## src/rtl/bedm_pkg.sv

```systemverilog
// ----------------------------------------------------------------------------
// bedm_pkg
// Shared codes, types and base decoding for the edit distance matcher.
// ----------------------------------------------------------------------------
package bedm_pkg;

  typedef enum logic [1:0] {
    MODE_CLEAR   = 2'd0,
    MODE_PATTERN = 2'd1,
    MODE_TEXT    = 2'd2,
    MODE_FINISH  = 2'd3
  } mode_t;

  localparam logic REG_PATTERN_LENGTH = 1'b0;
  localparam logic REG_ERROR_LIMIT    = 1'b1;

  localparam logic [7:0] CHAR_A    = 8'h41;
  localparam logic [7:0] CHAR_C    = 8'h43;
  localparam logic [7:0] CHAR_G    = 8'h47;
  localparam logic [7:0] CHAR_T    = 8'h54;
  localparam logic [7:0] CHAR_A_LC = 8'h61;
  localparam logic [7:0] CHAR_C_LC = 8'h63;
  localparam logic [7:0] CHAR_G_LC = 8'h67;
  localparam logic [7:0] CHAR_T_LC = 8'h74;

  localparam logic [1:0] BASE_A = 2'd0;
  localparam logic [1:0] BASE_C = 2'd1;
  localparam logic [1:0] BASE_G = 2'd2;
  localparam logic [1:0] BASE_T = 2'd3;

  localparam int unsigned BASES = 4;

  typedef struct packed {
    logic       ok;
    logic [1:0] code;
  } base_t;

  typedef struct packed {
    logic       valid;
    mode_t      mode;
    logic       found;
    logic [4:0] distance;
  } chain_op_t;

  function automatic base_t decode_base(input logic [7:0] sym);
    base_t b;
    b.ok   = 1'b1;
    b.code = BASE_A;
    case (sym)
      CHAR_A, CHAR_A_LC: b.code = BASE_A;
      CHAR_C, CHAR_C_LC: b.code = BASE_C;
      CHAR_G, CHAR_G_LC: b.code = BASE_G;
      CHAR_T, CHAR_T_LC: b.code = BASE_T;
      default:           b.ok   = 1'b0;
    endcase
    return b;
  endfunction

endpackage

```

## src/rtl/bedm_mask_store.sv

```systemverilog
// ----------------------------------------------------------------------------
// bedm_mask_store
// Four per-base pattern masks; cleared to ones, bits knocked out by pattern
// characters, and the mask of a text base handed to the row chain.
// ----------------------------------------------------------------------------
module bedm_mask_store
  import bedm_pkg::*;
#(
  parameter int PATTERN_BITS = 256,
  localparam int IDX_W = $clog2(PATTERN_BITS)
) (
  input  logic                    clk,
  input  logic                    rst,
  input  logic                    en,
  input  mode_t                   mode,
  input  base_t                   base,
  input  logic [7:0]              position,
  input  logic [IDX_W:0]          m_eff,
  input  logic [IDX_W-1:0]        m_last,
  output logic [PATTERN_BITS-1:0] mask
);

  logic [BASES-1:0][PATTERN_BITS-1:0] masks;
  logic                               pos_ok;
  logic [IDX_W-1:0]                   bit_idx;

  assign pos_ok  = 32'(position) < 32'(m_eff);
  assign bit_idx = IDX_W'(32'(m_last) - 32'(position));
  assign mask    = masks[base.code];

  always_ff @(posedge clk) begin
    if (rst) begin
      masks <= '1;
    end else if (en) begin
      if (mode == MODE_CLEAR) begin
        masks <= '1;
      end else if (mode == MODE_PATTERN && base.ok && pos_ok) begin
        masks[base.code][bit_idx] <= 1'b0;
      end
    end
  end

  a_clear_sets_ones: assert property (@(posedge clk) disable iff (rst)
    en && mode == MODE_CLEAR |=> &masks)
    else $error("pattern masks not all ones after clear");

endmodule

```

## config.mk

```make
export PLATFORM = sky130hd
export DESIGN_NAME = bedm_mask_store
export DESIGN_NICKNAME = d
export VERILOG_FILES = /design/src/rtl/bedm_pkg.sv /design/src/rtl/bedm_mask_store.sv
export SDC_FILE = /design/constraint.sdc
export NUM_CORES = 2
export LEC_CHECK = 0
export ABC_AREA = 0
export BUFFER_PORTS_ARGS = -buffer_cell sky130_fd_sc_hd__buf_2
export CAP_MARGIN = 20
export CORE_MARGIN = 4
export CORE_UTILIZATION = 58
export CTS_CLUSTER_DIAMETER = 50
export DETAILED_ROUTE_END_ITERATION = 10
export PLACE_DENSITY_LB_ADDON = 0.25
export RECOVER_POWER = 50
export SLEW_MARGIN = 10
export SYNTH_ARGS = -nofsm -noshare
export SYNTH_HDL_FRONTEND = slang
export SYNTH_SLANG_ARGS = --single-unit
```

## constraint.sdc

```tcl
create_clock -name clk -period 4.3 [get_ports clk]
set_input_delay 0.215 -clock clk [delete_from_list [all_inputs] [get_ports clk]]
set_output_delay 0.215 -clock clk [all_outputs]
set_load 0.02 [all_outputs]
```

==> results.toml <==
[power_and_ir_drop]
pwr_density_cell_nw_per_um2 = 461
irDropWorstVdd_v = 0.000324
power_w = 0.0204
p_leak_nw = 13.9

[routing]
viasPerCell = 6.72
dr_total_vias = 28472
drt_first_pass_iters = 6
drtAntennaViolNets = 0
drtIter0Drc = 2865
wl_per_cell_um = 25.9
wirelength_um = 110000
drc = 0

[worst_setup_path]
startpoint = "m_last[0]"
crit_path_max_fanout = 60
end_kind = "register"
rr_worst_depth = 2
path_class = "in2reg"
r2r_end = "masks[898]"
cp_data_arrival_time_ps = 4070
r2r_slack_ps = 3580
cp-start-kind = "input pin"
cp.required_ps = 4830
r2r-start = "masks[898]"

[sta]
rsz0062_at_grt = "false"
fmax_mhz = 282
holdWs_ps = 217
tightest_slew_ps = 1920
post-route-min-period_ps = 3540
layout_setup_ws_ps = 760
slew_headroom_pct = -27.7
skew_ps = 0
setup_violations = 0
drv_slew = 291
final-hold-violation-count = 0
tns_ps = 0
period_share_pct = 82.3

[yosys]
syn_avg_cell_area_um2 = 12.4
synthArstFlopShare_pct = 0
ys_seq_area_share_pct = 52.6
synth_top_flop_cell = "dfxtp_1"
synth_cells = 3146
syn_area_um2 = 38900
synth-edff-count = 0
synthesis.nets = 3195
synth-seq-cells = 1024
yosysUniqueCellTypes = 56
synth_warnings = 0

[clocking]
cts_sinks = 1024
clk_pin_slew_ps = 70
post_cts_buffers = 0
clockBufferDepth = 3
cts_resized = 0
cts.htree.levels = 3
postCtsHoldBufs = 0
clk_latency_ps = 650
tritoncts = "done"
numCtsBuffers = 106
cts_root_buf = "clkbuf_16"

[final_layout]
layout.nets = 3337
reg_top3 = "masks x1024"
largest_register = "masks"
area_growth_pct = 13.5
seqCellArea_um2 = 20500
multi_input_area_um2 = 17100
n_antenna_cell = 0
largest_reg_flops = 1024
fillerInstances = 4923
drive_gt1_share_pct = 17.5

[placed_design]
pre_cts_ws_ps = 631
gp_congestion = 0.891
port_buffers = 288
dp_hpwl_um = 66300

[die]
rows = 94
die_x_um = 267
dieHeight_um = 267
initial_utilization_pct = 58.9
core_um2 = 66100
dieArea_um2 = 71300
pin_count = 289

[worst_hold_path]
hold_depth = 4
hold_path_class = "in2reg"
holdCritStartpoint = "rst"
holdPathEnd = "masks[720]"

[run_status]
outcome = "finished with violations"
violations = "max-capacitance violations, max-slew violations"

[flow_run]
maxCapViolCount = 6

[global_route]
grt_max_degree = 253
grt_overflow = 0
antenna_found_initial = 0
grt.total_usage_pct = 30.2
grt_pass1_wl_um = 169000
grt_pass1_vias = 28988
[logic make-up (layout without fill, tap and decap cells)]
kind of cell,Yosys count,count (layout),synth area share (%)
buffers and inverters,340,569,3.53
AOI/OAI and AO/OA,1058,1058,21.7
adders and majority gates,16,16,0.533
muxes,256,256,14.8
DFF,1024,1024,52.6
xor gates and xnor gates,9,9,0.270
and+or+nand+nor,443,443,6.50
[layout make-up]
cell class,count,share of cell area (%)
sequential,1024,46.4
multi-input combinational,1782,38.6
clock buffer,150,6.88
timing repair buffer,355,4.07
tap,864,2.45
clock inverter,45,1.49
inverter,19,0.161
[synth_stat cells (18+ instances only)]
cell type  number  area (um^2)
and3_1         19          119
buf_1          54          203
buf_2          58          290
o22a_1        816         7150
mux4_2        256         5770
nand3_1        86          430
a21oi_1       195          976
dfxtp_1      1024        20500
nand4_1        19          119
nand2_1        18         67.6
clkbuf_1      204          766
a31oi_1        24          150
nor2_1        218          818
inv_1          19         71.3
[layer usage]
layer	GRT usage, %	wire [um]	vias to the layer above
met5	0	0	-
met4	12.0	4490	0
met3	5.68	8490	229
met2	49.6	52600	1174
met1	39.9	44200	14496
li1	-	-	12573
[cell usage in the layout, fill, tap and decap left out, drive strengths merged, types with 8 or more instances in the layout]
| master | Yosys | layout |
|---|---|---|
| dfxtp | 1024 | 1024 |
| o22a | 816 | 816 |
| clkbuf | 204 | 407 |
| mux4 | 256 | 256 |
| nor2 | 223 | 223 |
| a21oi | 199 | 199 |
| buf | 117 | 98 |
| nand3 | 96 | 96 |
| a31oi | 24 | 24 |
| inv | 19 | 24 |
| clkinv | 0 | 22 |
| nand2 | 19 | 19 |
| and3 | 19 | 19 |
| nand4 | 19 | 19 |
| nor4 | 19 | 19 |
| nor3 | 16 | 16 |
| ha | 15 | 15 |
| bufinv | 0 | 13 |
| and2 | 8 | 8 |
[power breakdown]
group | switching (W) | internal [W]
registers | 0.00000299 | 0.00949
clock network | 0.00381 | 0.00573
logic | 0.00102 | 0.000308
total | 0.00483 | 0.0155
[through the flow]
| step | instances | instance area [um^2] | utilization (%) |
|---|---|---|---|
| after global placement | 4044 | 41000 | 62.0 |
| after CTS | 4239 | 44700 | 67.6 |
| final | 4239 | 44200 | 66.9 |
| after detailed placement | 4044 | 41000 | 62.0 |
| after global routing | 4239 | 44200 | 66.9 |
| after floorplan | 3146 | 38900 | - |
[worst max-delay path, stage by stage]
cell and delay [ps]:
buf_2 100, inv_1 80, ha_1 160, inv_1 60, fa_1 450, a211oi_1 340, o21bai_1 120, a21oi_1 270
xor2_1 260, buf_4 290, nand3b_1 120, clkbuf_2 1020, o22a_1 520
[worst max-delay path by stage]
stage,slack [ps],cells after the start,to
floorplan,1600,12,masks[105]
global placement,720,11,masks[835]
detailed placement,630,11,masks[323]
CTS,1300,11,masks[323]
global route,580,13,masks[7]
finish,760,13,masks[7]
No activity file was read; power rests on OpenSTA's default activity.
