## config.mk

```make
export PLATFORM = sky130hd
export DESIGN_NAME = bedm_cell
export DESIGN_NICKNAME = d
export VERILOG_FILES = /design/src/rtl/bedm_pkg.sv /design/src/rtl/bedm_cell.sv
export SDC_FILE = /design/constraint.sdc
export NUM_CORES = 1
export LEC_CHECK = 0
export BUFFER_PORTS_ARGS = -buffer_cell sky130_fd_sc_hd__buf_2
export CAP_MARGIN = 20
export CORE_AREA = 2 2 601 603
export DETAILED_ROUTE_END_ITERATION = 7
export DIE_AREA = 0 0 603 605
export PLACE_DENSITY = 0.3
export REMOVE_ABC_BUFFERS = 1
export SETUP_SLACK_MARGIN = 0.4
export SYNTH_ARGS = -nofsm -noshare
export SYNTH_HDL_FRONTEND = slang
export SYNTH_SLANG_ARGS = --single-unit
```

## constraint.sdc

```tcl
create_clock -name clk -period 14.6 [get_ports clk]
set_clock_uncertainty 0.1 [all_clocks]
set_input_delay 2.19 -clock clk [delete_from_list [all_inputs] [get_ports clk]]
set_output_delay 2.19 -clock clk [all_outputs]
set_load 0.03 [all_outputs]
```

## src/rtl/bedm_pkg.sv

```systemverilog
// ----------------------------------------------------------------------------
// bedm_pkg
// Shared codes, types and base decoding for the edit distance matcher.
// ----------------------------------------------------------------------------
package bedm_pkg;

  typedef enum logic [1:0] {
    MODE_CLEAR   = 2'd0,
    MODE_PATTERN = 2'd1,
    MODE_TEXT    = 2'd2,
    MODE_FINISH  = 2'd3
  } mode_t;

  localparam logic REG_PATTERN_LENGTH = 1'b0;
  localparam logic REG_ERROR_LIMIT    = 1'b1;

  localparam logic [7:0] CHAR_A    = 8'h41;
  localparam logic [7:0] CHAR_C    = 8'h43;
  localparam logic [7:0] CHAR_G    = 8'h47;
  localparam logic [7:0] CHAR_T    = 8'h54;
  localparam logic [7:0] CHAR_A_LC = 8'h61;
  localparam logic [7:0] CHAR_C_LC = 8'h63;
  localparam logic [7:0] CHAR_G_LC = 8'h67;
  localparam logic [7:0] CHAR_T_LC = 8'h74;

  localparam logic [1:0] BASE_A = 2'd0;
  localparam logic [1:0] BASE_C = 2'd1;
  localparam logic [1:0] BASE_G = 2'd2;
  localparam logic [1:0] BASE_T = 2'd3;

  localparam int unsigned BASES = 4;

  typedef struct packed {
    logic       ok;
    logic [1:0] code;
  } base_t;

  typedef struct packed {
    logic       valid;
    mode_t      mode;
    logic       found;
    logic [4:0] distance;
  } chain_op_t;

  function automatic base_t decode_base(input logic [7:0] sym);
    base_t b;
    b.ok   = 1'b1;
    b.code = BASE_A;
    case (sym)
      CHAR_A, CHAR_A_LC: b.code = BASE_A;
      CHAR_C, CHAR_C_LC: b.code = BASE_C;
      CHAR_G, CHAR_G_LC: b.code = BASE_G;
      CHAR_T, CHAR_T_LC: b.code = BASE_T;
      default:           b.ok   = 1'b0;
    endcase
    return b;
  endfunction

endpackage

```

## src/rtl/bedm_cell.sv

```systemverilog
// ----------------------------------------------------------------------------
// bedm_cell
// One error row of the chain. Applies each operation from the registered
// output of the row above, keeping the previous row value for the row below.
// ----------------------------------------------------------------------------
module bedm_cell
  import bedm_pkg::*;
#(
  parameter int PATTERN_BITS = 256,
  parameter int ROW          = 0,
  localparam int IDX_W = $clog2(PATTERN_BITS)
) (
  input  logic                    clk,
  input  logic                    rst,
  input  logic                    advance,
  input  logic                    active,
  input  logic [IDX_W-1:0]        m_last,
  input  chain_op_t               op_in,
  input  logic [PATTERN_BITS-1:0] mask_in,
  input  logic [PATTERN_BITS-1:0] up_row,
  input  logic [PATTERN_BITS-1:0] up_prev,
  output chain_op_t               op_out,
  output logic [PATTERN_BITS-1:0] mask_out,
  output logic [PATTERN_BITS-1:0] row,
  output logic [PATTERN_BITS-1:0] prev
);

  localparam logic [PATTERN_BITS-1:0] CLEAR_ROW = {PATTERN_BITS{1'b1}} << ROW;

  logic [PATTERN_BITS-1:0] row_next;
  logic [PATTERN_BITS-1:0] match_term;
  logic [PATTERN_BITS-1:0] step;
  chain_op_t               op_fwd;

  assign match_term = (row << 1) | mask_in;

  if (ROW == 0) begin : g_first
    assign step = match_term;
  end else begin : g_rest
    assign step = up_prev & (up_prev << 1) & (up_row << 1) & match_term;
  end

  always_comb begin
    row_next = row;
    if (op_in.valid && op_in.mode == MODE_CLEAR) begin
      row_next = CLEAR_ROW;
    end else if (op_in.valid && op_in.mode == MODE_TEXT && active) begin
      row_next = step;
    end
  end

  always_comb begin
    op_fwd = op_in;
    if (op_in.valid && op_in.mode == MODE_FINISH && active && !op_in.found
        && !row[m_last]) begin
      op_fwd.found    = 1'b1;
      op_fwd.distance = 5'(ROW);
    end
  end

  always_ff @(posedge clk) begin
    if (rst) begin
      row          <= CLEAR_ROW;
      prev         <= CLEAR_ROW;
      op_out.valid <= 1'b0;
    end else if (advance) begin
      row      <= row_next;
      prev     <= row;
      op_out   <= op_fwd;
      mask_out <= mask_in;
    end
  end

  a_clear_row: assert property (@(posedge clk) disable iff (rst)
    advance && op_in.valid && op_in.mode == MODE_CLEAR |=> row == CLEAR_ROW)
    else $error("row not at cleared value after clear");

  a_idle_holds: assert property (@(posedge clk) disable iff (rst)
    advance && !(op_in.valid && (op_in.mode == MODE_CLEAR || op_in.mode == MODE_TEXT))
    |=> row == $past(row) && prev == $past(row))
    else $error("row changed without clear or text");

endmodule

```

==> reports/results.txt, run 1 <==
Synth Warn #: 0
Core Util, Final: 0.123
maximum VDD drop: 0.0000897 V
Sw Pwr: 0.00156 W
Min-Delay Path Class: register to register
Die Ht: 605 µm
share of cells above drive strength 1: 0.377
share of total power in sequential cells: 0.423
outcome: finished, final reports clean
# fillers: 40842
root buffer cell: clkbuf_16
CTS Buf Count: 109
area share of the largest cell type after synthesis: 0.346
Worst Path Max Fanout: 78
length of the first detailed-routing pass in iterations: 5
RSZ-0062 raised after global routing: false
vias: 24852
clock share of power: 0.470
final hold violation count: 0
CTS Buffer Depth: 4
max-cap violation count: 0
met2 Use GR: 0.178
CP endpoint kind: register
reg-to-reg slack, setup: 11.34 ns
f_max: 195 MHz
Switching Share: 0.281
final WL: 185 mm
first-pass GRT wire length: 241 mm
Boundary Pins: 1566
register area share after synthesis: 0.613
die area: 365000 µm²
mean post-synth cell area: 12.1 µm²
clock sinks: 777
initial antenna violation count: 36
post-synth cell types: 45
number of synthesized register bits: 777
Critical R2R Launch: row[169]
vias per std cell: 2.98
Synth top cells by count: dfxtp_1 (513), edfxtp_1 (264), nor2_1 (263)
fin nets: 4253
synth top area cells: dfxtp_1 (35%), edfxtp_1 (27%), a211o_1 (7.5%)
global placement routability congestion: 0.752
# DRC: 0
Worst EP arrival: 5.73 ns
largest net degree at the start of global routing: 160
WL per Instance: 22.2 µm
Clock transition at path regs: 0.05 ns
Crit path largest cell delay: 0.80 ns
CTS tree: yes
reg2reg end: op_out[4]
critical path type: primary input to register
vias in the first global route: 25034
post-DP HPWL: 142 mm
# setup viols final: 0
Main synth FF type: dfxtp_1
total global-route track usage: 0.0971
met1 Use GR: 0.111
core area: 358000 µm²
busiest grt layer: met2
Starting Density: 0.0830
worst slew pin tran: 1.44 ns
clock latency on the worst-skew pair: 0.88 ns
Hold EP: op_out[8]
grt total ovfl: 0
PostCTS Resize Cnt: 0
top-count cell post-synth: dfxtp_1
Worst setup SP type: primary input
fin. max-slew vios: 0
Final ANT Viol Nets: 0
Int Pwr: 0.00400 W
Setup Fix Bufs, Post-CTS: 0
Max-slew headroom: 0.0392
P per Cell Area: 126 nW/µm²
Rows: 220
Post-synth EDFFs: 264
met3 Usage GRT: 0.0247
CP required: 15.20 ns
area growth from synthesis to layout: 48.4%
Hold Path Cell Cnt: 2
number of port buffers: 1053
fin crit share: 0.351
most used cell, CP: buf_4
FF-to-FF path depth: 6
CTS Hold Bufs: 0
Synth area leader: dfxtp_1
leakage power: 16.2 nW
crit path cell chain: buf_8 > buf_4 > buf_4 > buf_4 > buf_4 > o21bai_1
H-tree Lvls: 3
Post-synth ARST share: 0
Period minus WS final: 5.12 ns
Gate Count Post-Synth: 2461
1st-iter DRT viols: 1357
Die Wd: 603 µm
CP max-delay cell: buf_4
Post-Syn Area: 29700 µm²
Logic pwr share: 0.107
final worst setup slack: 9.48 ns
worst hold start: op_out[8]
pre-CTS WS: 8.37 ns
[routing by layer]
layer  wire length [µm]  vias to the layer above
met2              95300                      769
met1              74200                    12566
met3              10900                      215
li1                   -                    11298
met5                 23                        -
met4               4610                        4
[layout by cell type (no fill, tap or decap), types with 3 or more instances in the layout]
cell | netlist | layout
a211o_1 | 256 | 256
a21oi_1 | 6 | 6
a22oi_1 | 8 | 8
buf_12 | 0 | 4
buf_2 | 6 | 1048
buf_4 | 3 | 56
bufinv_16 | 0 | 3
clkbuf_1 | 178 | 30
clkbuf_16 | 0 | 111
clkbuf_8 | 0 | 14
clkinv_1 | 0 | 12
clkinv_2 | 0 | 19
clkinv_4 | 0 | 5
dfxtp_1 | 513 | 513
diode_2 | 0 | 9
edfxtp_1 | 264 | 264
inv_1 | 4 | 4
inv_6 | 0 | 5
mux2i_1 | 28 | 28
mux4_1 | 4 | 4
mux4_2 | 57 | 57
nand2_1 | 11 | 11
nand2b_1 | 4 | 4
nor2_1 | 263 | 263
nor2b_1 | 259 | 258
nor4_1 | 256 | 255
o21bai_1 | 256 | 256
o221ai_1 | 5 | 5
o22ai_1 | 4 | 4
o311ai_0 | 6 | 6
o32ai_1 | 5 | 5
[critical path: cells and delay by family]
kind / cells / cell delay (ns)
buf+inv: 5 / 3.02
compound gates: 1 / 0.22
[power groups by stage]
stage | Combinational, W | Sequential (W) | Clock [W]
2_1_floorplan | 0.000114 | 0.00259 | 0
3_3_place_gp | 0.000613 | 0.00240 | 0
3_5_place_dp | 0.000613 | 0.00240 | 0
4_1_cts | 0.000614 | 0.00236 | 0.00273
5_1_grt | 0.000631 | 0.00236 | 0.00281
6_report | 0.000595 | 0.00236 | 0.00262
[sequential cells by signal (all words and copies together) (netlist names)]
| signal | cells |
|---|---|
| row | 256 |
| mask_out | 256 |
| prev | 256 |
| op_out | 9 |
[cell families after synthesis]
logic type,count (synthesis),synth area share
and+or+nand+nor,809,0.148
buffers and inverters,227,0.0308
AOI/OAI and AO/OA,558,0.152
DFF,777,0.613
muxes,90,0.0566
[cell type report]
type	instances	area [µm²]	area share
Sequential cell	777	18200	0.413
Multi-Input combinational cell	1457	10600	0.241
Tap cell	4773	5970	0.135
Timing Repair Buffer	1113	5830	0.132
Clock buffer	154	3070	0.0696
Clock inverter	47	358	0.00811
Inverter	6	22.5	0.000511
Antenna cell	9	22.5	0.000511
[through the flow]
| stage | area (µm²) | std cells | total power [W] | hold slack [ns] | setup TNS [ns] |
|---|---|---|---|---|---|
| after floorplan | 28800 | 2240 | 0.00270 | 0.530 | -307.86 |
| after global placement | 40600 | 8124 | 0.00301 | 0.384 | 0 |
| after detailed placement | 40600 | 8125 | 0.00301 | 0.388 | 0 |
| after CTS | 44000 | 8326 | 0.00570 | 0.400 | 0 |
| after global routing | 44100 | 8330 | 0.00580 | 0.469 | 0 |
| final | 44100 | 8336 | 0.00557 | 0.399 | 0 |
[worst max path at each step]
stage / from / endpoint / cells past startpoint
floorplan: op_in[7] / row[100] / 3
global placement: m_last[0] / op_out[4] / 9
detailed placement: m_last[0] / op_out[3] / 9
CTS: m_last[0] / op_out[3] / 9
global route: m_last[0] / op_out[4] / 9
finish: rst / row[14] / 6
No activity file was read; power rests on OpenSTA's default activity.
==> inputs of run 2 (changes only) <==
--- a/config.mk
+++ b/config.mk
@@ -5,11 +5,12 @@
 export SDC_FILE = /design/constraint.sdc
 export NUM_CORES = 1
 export LEC_CHECK = 0
+export ABC_AREA = 1
 export BUFFER_PORTS_ARGS = -buffer_cell sky130_fd_sc_hd__buf_2
 export CAP_MARGIN = 20
-export CORE_AREA = 2 2 601 603
+export CORE_AREA = 2 2 616 618
 export DETAILED_ROUTE_END_ITERATION = 7
-export DIE_AREA = 0 0 603 605
+export DIE_AREA = 0 0 618 620
 export PLACE_DENSITY = 0.3
 export REMOVE_ABC_BUFFERS = 1
 export SETUP_SLACK_MARGIN = 0.4
==> constraint.sdc (replaced) <==
create_clock -name clk -period 4.5 [get_ports clk]
set_clock_uncertainty 0.1 [all_clocks]
set_input_delay 0.675 -clock clk [delete_from_list [all_inputs] [get_ports clk]]
set_output_delay 0.675 -clock clk [all_outputs]
set_load 0.03 [all_outputs]
==> run 2 against run 1 <==
Net effect:
- sequential share of layout area is 1.9 points lower
- flip-flop and latch count stayed put
- register-to-register slack worse by 10 ns
- combinational power grew to 4.5 times the previous value
- critical endpoint is now op_out[5]
- setup slack worse by 8.2 ns
- synthesized cell count is 26% higher
- critical path type is now register to register
- final area is 4.7% higher
- highest routed layer unchanged
- critical path depth is 5 higher
- non-clock buffer count is 264 higher
- largest cell class unchanged
- sequential power grew to 3.3 times the previous value
==> reports/results.txt, run 2 <==
P per Cell Area: 416 nW/µm² (+230%)
Design Area, Final: 46200 µm² (+4.7%)
post-DP HPWL: 155 mm (+8.5%)
share of total power in sequential cells: 0.407 (-0.016)
maximum VDD drop: 0.000303 V (+240%)
global placement routability congestion: 0.774 (+3.0%)
mean post-synth cell area: 9.19 µm² (-24%)
Clock transition at path regs: 0.06 ns (about the same)
Worst EP arrival: 3.72 ns (-2.01 ns)
H-tree Lvls: 3 (unchanged)
first-pass GRT wire length: 267 mm (+11%)
Logic pwr share: 0.138 (+0.031)
Finished Layout Cells: 9468 (+14%)
die area: 383000 µm² (+5.0%)
Min-Delay Path Class: primary input to register
RSZ-0062 raised after global routing: false
area share of the largest cell type after synthesis: 0.359 (+0.0131)
Sw Pwr: 0.00586 W (+270%)
Starting Density: 0.0759 (-0.00707)
fin nets: 5138 (+21%)
root buffer cell: clkbuf_16
Synth area leader: dfxtp_1
Worst Path Max Fanout: 6 (-92%)
PostCTS Resize Cnt: 0 (unchanged)
vias: 28772 (+16%)
fin crit share: 0.721
vias in the first global route: 28472 (+14%)
clock sinks: 777 (unchanged)
# placed instances: 9000 (+11%)
most frequent cells in the layout: buf_2 (1048), nand2_1 (791), dfxtp_1 (513)
f_max: 308 MHz
total global-route track usage: 0.102 (+0.00526)
area post-placement: 40100 µm² (-1.3%)
Main synth FF type: dfxtp_1
Synth top cells by count: nand2_1 (791), dfxtp_1 (513), nand3_1 (504)
Final ANT Viol Nets: 0 (unchanged)
Hold Path Cell Cnt: 1 (-1)
area growth from synthesis to layout: 61.3%
FF-to-FF path depth: 11 (+5)
clock share of power: 0.454 (-0.016)
max-cap violation count: 0 (unchanged)
Fin Hold WS: 0.0661 ns (-0.333 ns)
Die Ht: 620 µm (+2.5%)
CTS Buffer Depth: 4 (unchanged)
1st-iter DRT viols: 1740 (+28%)
fin. max-slew vios: 0 (unchanged)
share of cells above drive strength 1: 0.292 (-0.0853)
Boundary Pins: 1566 (unchanged)
synth top area cells: dfxtp_1 (36%), edfxtp_1 (28%), nand2_1 (10%)
Switching Share: 0.305 (+0.0234)
CTS Buf Count: 106 (-2.8%)
post-synth cell types: 18 (-60%)
Gate Count Post-Synth: 3113 (+26%)
# DRC: 0 (unchanged)
Die Wd: 618 µm (+2.5%)
top-count cell post-synth: nand2_1
Post-synth EDFFs: 264 (unchanged)
number of synthesized register bits: 777 (unchanged)
Max-slew headroom: 0.317 (+0.278)
outcome: finished, final reports clean
CP endpoint kind: register
Post-synth ARST share: 0 (unchanged)
worst slew pin tran: 1.02 ns (-0.417 ns)
core area: 377000 µm² (+5.3%)
critical path type: register to register
length of the first detailed-routing pass in iterations: 6 (+1)
largest net degree at the start of global routing: 133 (-17%)
Setup Fix Bufs, Post-CTS: 0 (unchanged)
vias per std cell: 3.04 (+1.9%)
CP required: 4.97 ns (-10.23 ns)
WL per Instance: 21.7 µm (-2.0%)
clock latency on the worst-skew pair: 0.88 ns (about the same)
# fillers: 43525 (+6.6%)
final WL: 206 mm (+11%)
register area share after synthesis: 0.636 (+0.0232)
number of port buffers: 1053 (unchanged)
# setup viols final: 0 (unchanged)
Worst setup SP type: register
grt total ovfl: 0 (unchanged)
initial antenna violation count: 30 (-17%)
Synth Warn #: 0 (unchanged)
Period minus WS final: 3.25 ns
biggest regs: mask_out (256), prev (256), row (256)
CTS tree: yes
final hold violation count: 0 (unchanged)
Post-Syn Area: 28600 µm² (-3.6%)
Int Pwr: 0.0134 W (+230%)
leading cell type in the layout, fill and taps excluded: buf_2
leakage power: 17.9 nW (+11%)
Rows: 226 (+2.7%)
==> run 2: changes by cell type after synthesis, sizes merged, moves of 255 or more <==
cell,delta
a211o,-256
nand2,+780
nand3,+502
nor2b,-259
o21ai,+255
o21bai,-256
==> run 2: final cells by class <==
| cell class | count | area, µm² | share of cell area |
|---|---|---|---|
| sequential | 777 | 18200 | 0.394 |
| multi-input combinational | 2069 | 9390 | 0.203 |
| timing repair buffer | 1377 | 8680 | 0.188 |
| tap | 5016 | 6280 | 0.136 |
| clock buffer | 123 | 2760 | 0.0597 |
| clock inverter | 71 | 718 | 0.0156 |
| inverter | 18 | 106 | 0.00230 |
| antenna | 17 | 42.5 | 0.000921 |
==> run 2: power groups by stage <==
stage	clock network (W)	logic [W]	registers [W]
finish	0.00873	0.00266	0.00783
global route	0.00928	0.00284	0.00787
CTS	0.00908	0.00275	0.00784
detailed placement	0	0.00256	0.00799
global placement	0	0.00257	0.00798
floorplan	0	0.000550	0.00866
==> run 2: cells by family after synthesis <==
kind of cell,share of synthesized area
compound gates,0.0670
buf+inv,0.0365
flops,0.636
simple gates,0.261
==> run 2: what timing repair did <==
item | 4_1_cts | 5_1_grt
hold endpoints to repair | 423 | 0
setup endpoints to repair | 0 | 0
hold buffers | 257 | 0
==> run 2: final timing paths <==
| path | startpoint | endpoint | slack (ns) |
|---|---|---|---|
| max | row[127] | op_out[5] | 1.25 |
| min | mask_in[181] | mask_out[181] | 0.07 |
| max reg2reg | row[127] | op_out[5] | 1.25 |
| min reg2reg | prev[77] | prev[77] | 0.35 |
==> run 2: worst max-delay path, cell delays in order (launching register included) <==
cell,delay [ns]
dfxtp_1,0.59
nand2_1,0.27
nand3_1,0.19
nand3_1,0.09
nand3_1,0.25
nand3_1,0.42
nand2_1,0.46
nand2_1,0.09
nand3_1,0.08
nand3b_1,0.07
nand3_1,0.27
nand2_1,0.08
==> run 2: through the flow <==
| stage | TNS, ns | utilization | setup WS, ns | power (W) |
|---|---|---|---|---|
| after detailed placement | 0 | 0.106 | 0.333 | 0.0105 |
| after global routing | 0 | 0.122 | 0.963 | 0.0200 |
| after CTS | 0 | 0.122 | 1.01 | 0.0197 |
| after floorplan | -5016.85 | - | -9.81 | 0.00920 |
| after global placement | 0 | 0.106 | 0.281 | 0.0106 |
| final | 0 | 0.122 | 1.25 | 0.0192 |
==> run 2: layer usage <==
metal  track usage  routed length, µm
met5             0                 23
met3        0.0354              17600
met2         0.176             101000
met4        0.0446               8660
met1         0.114              78900
==> inputs of run 3 (changes only) <==
==> constraint.sdc (replaced) <==
create_clock -name clk -period 3.1 [get_ports clk]
set_clock_uncertainty 0.1 [all_clocks]
set_input_delay 0.465 -clock clk [delete_from_list [all_inputs] [get_ports clk]]
set_output_delay 0.465 -clock clk [all_outputs]
set_load 0.03 [all_outputs]
==> run 3 against run 2 <==
Net effect:
- worst hold slack improved by 0.019 ns
- combinational power rose by 52%
- sequential power rose by 46%
- clock power rose by 47%
- sequential share of layout area fell by 0.97 points
- routed wire length rose by 0.64%
- die area did not move
- setup slack got worse by 0.61 ns
- critical path depth rose by 4
- fmax rose by 32%
- largest cell class unchanged
==> reports/results.txt, run 3 (synthesis gave the netlist of run 2 again) <==
Design Area, Final: 47300 µm² (+2.5%)
Max-slew headroom: 0.408 (+0.0905)
CTS Buffer Depth: 4 (unchanged)
fin. max-slew vios: 0 (unchanged)
total global-route track usage: 0.103 (+0.00104)
CP Buf/Inv Count: 4 (+4)
delay-heaviest family, CP: simple AND/OR/NAND/NOR gates
# setup viols final: 0 (unchanged)
fin crit share: 0.794 (+0.0721)
biggest regs: mask_out (256), prev (256), row (256)
area growth from synthesis to layout: 65.4%
global placement routability congestion: 0.773 (-0.14%)
Crit path largest cell delay: 0.34 ns (-0.25 ns)
Die Wd: 618 µm (unchanged)
Starting Density: 0.0759 (unchanged)
initial antenna violation count: 25 (-17%)
first-pass GRT wire length: 271 mm (+1.4%)
most frequent cells in the layout: buf_2 (1047), nand2_1 (791), dfxtp_1 (510)
Hold EP: prev[142]
core area: 377000 µm² (unchanged)
Core Util, Final: 0.126 (+0.00310)
FF-to-FF path depth: 15 (+4)
f_max: 406 MHz (+32%)
die area: 383000 µm² (unchanged)
clock sinks: 777 (unchanged)
Worst EP arrival: 2.91 ns (-0.81 ns)
crit path cell chain: nand2_1 > nand3_1 > nand3_1 > nand3_2 > nand3_1 > buf_4 > nand2_1 > buf_12 > nand2_1 > nand3_1 > nand3b_1 > nand3_1 > buf_12 > nand2_1 > inv_1
Final ANT Viol Nets: 0 (unchanged)
maximum VDD drop: 0.000509 V (+68%)
leakage power: 18.5 nW (+3.4%)
CP endpoint kind: register
final hold violation count: 0 (unchanged)
Hold Path Cell Cnt: 3 (+2)
max-cap violation count: 0 (unchanged)
final WL: 207 mm (+0.64%)
Period minus WS final: 2.46 ns (-0.787 ns)
1st-iter DRT viols: 1865 (+7.2%)
CTS tree: yes
reg2reg end: op_out[3]
Worst Path Max Fanout: 6 (unchanged)
Clock transition at path regs: 0.06 ns (about the same)
Boundary Pins: 1566 (unchanged)
root buffer cell: clkbuf_16
outcome: finished, final reports clean
vias in the first global route: 28622 (+0.53%)
RSZ-0062 raised after global routing: false
fin nets: 5230 (+1.8%)
H-tree Lvls: 3 (unchanged)
reg-to-reg slack, setup: 0.64 ns (-0.61 ns)
post-DP HPWL: 161 mm (+3.9%)
P per Cell Area: 595 nW/µm² (+43%)
vias: 29061 (+1.0%)
worst slew pin tran: 0.888 ns (-0.136 ns)
largest net degree at the start of global routing: 112 (-16%)
WL per Instance: 21.7 µm (-0.25%)
CP max-delay cell: dfxtp_1
Rows: 226 (unchanged)
Critical R2R Launch: row[127]
Min-Delay Path Class: primary input to register
share of cells above drive strength 1: 0.305 (+0.0134)
CP required: 3.55 ns (-1.42 ns)
grt total ovfl: 0 (unchanged)
worst hold start: rst
CTS Buf Count: 107 (+0.94%)
most used cell, CP: nand3_1
vias per std cell: 3.04 (+0.12%)
critical path type: register to register
# DRC: 0 (unchanged)
number of port buffers: 1053 (unchanged)
length of the first detailed-routing pass in iterations: 5 (-1)
area post-placement: 41100 µm² (+2.6%)
leading cell type in the layout, fill and taps excluded: buf_2
Die Ht: 620 µm (unchanged)
Worst setup SP type: register
clock latency on the worst-skew pair: 0.88 ns (about the same)
-- run 3: changes by cell type in the layout (fill, tap and decap cells not counted), sizes merged --
cell / change
clkinv: -3
buf: +82
dlygate4sd3: +9
clkbuf: +7
diode: -9
clkinvlp: -2
-- run 3: metal layers --
metal  vias up  global-route usage  share of wire
li1      13507                   -              -
met1     14452               0.123           0.41
met2       878               0.182           0.50
met3       222              0.0260          0.062
met4         2              0.0313          0.031
met5         -                   0       0.000063
-- run 3: how the worst max path moves through the flow --
stage	cells after the start	startpoint	end
finish	15	row[127]	op_out[3]
global route	13	row[5]	op_out[5]
CTS	2	row[36]	row[36]
detailed placement	16	m_last[1]	op_out[3]
global placement	16	m_last[1]	op_out[0]
floorplan	3	op_in[7]	row[109]
-- run 3: worst register-to-register path: stages, from the launching register on --
cell,delay (ns)
dfxtp_1,0.34
nand2_1,0.17
nand3_1,0.10
nand3_1,0.12
nand3_2,0.20
nand3_1,0.15
buf_4,0.17
nand2_1,0.11
buf_12,0.15
nand2_1,0.07
nand3_1,0.06
nand3b_1,0.09
nand3_1,0.13
buf_12,0.17
nand2_1,0.06
inv_1,0.04
-- run 3: cell type report --
type	instances	area, µm²
Clock inverter	66	699
Tap cell	5016	6280
Inverter	18	106
Timing Repair Buffer	1468	9820
Multi-Input combinational cell	2069	9400
Fill cell	43387	330000
Clock buffer	130	2820
Antenna cell	8	20.0
Sequential cell	777	18200
-- run 3: through the flow --
stage	hold slack, ns	total power, W	TNS, ns	std cells	setup slack [ns]
after floorplan	0.457	0.0134	-5782.02	2864	-11.00
after global placement	0.340	0.0155	-1.75	9080	-0.301
after detailed placement	0.337	0.0155	-1.50	9080	-0.260
final	0.0846	0.0282	0	9552	0.640
after CTS	0.0517	0.0289	0	9542	0.442
after global routing	0.0666	0.0293	0	9547	0.417
-- run 3: timing repair --
item                                    in CTS  in global routing
hold buffers                               266                  0
endpoints found under the hold margin      536                  0
endpoints found under the setup margin       7                  7
pin swaps                                    0                  1
resized for setup                            3                  2
buffers inserted                             0                  2
-- run 3: power by group --
group          total, W  internal [W]  switching [W]
clock network    0.0128       0.00742        0.00534
registers        0.0114        0.0111       0.000299
logic           0.00404       0.00118        0.00285
total            0.0282        0.0197        0.00849
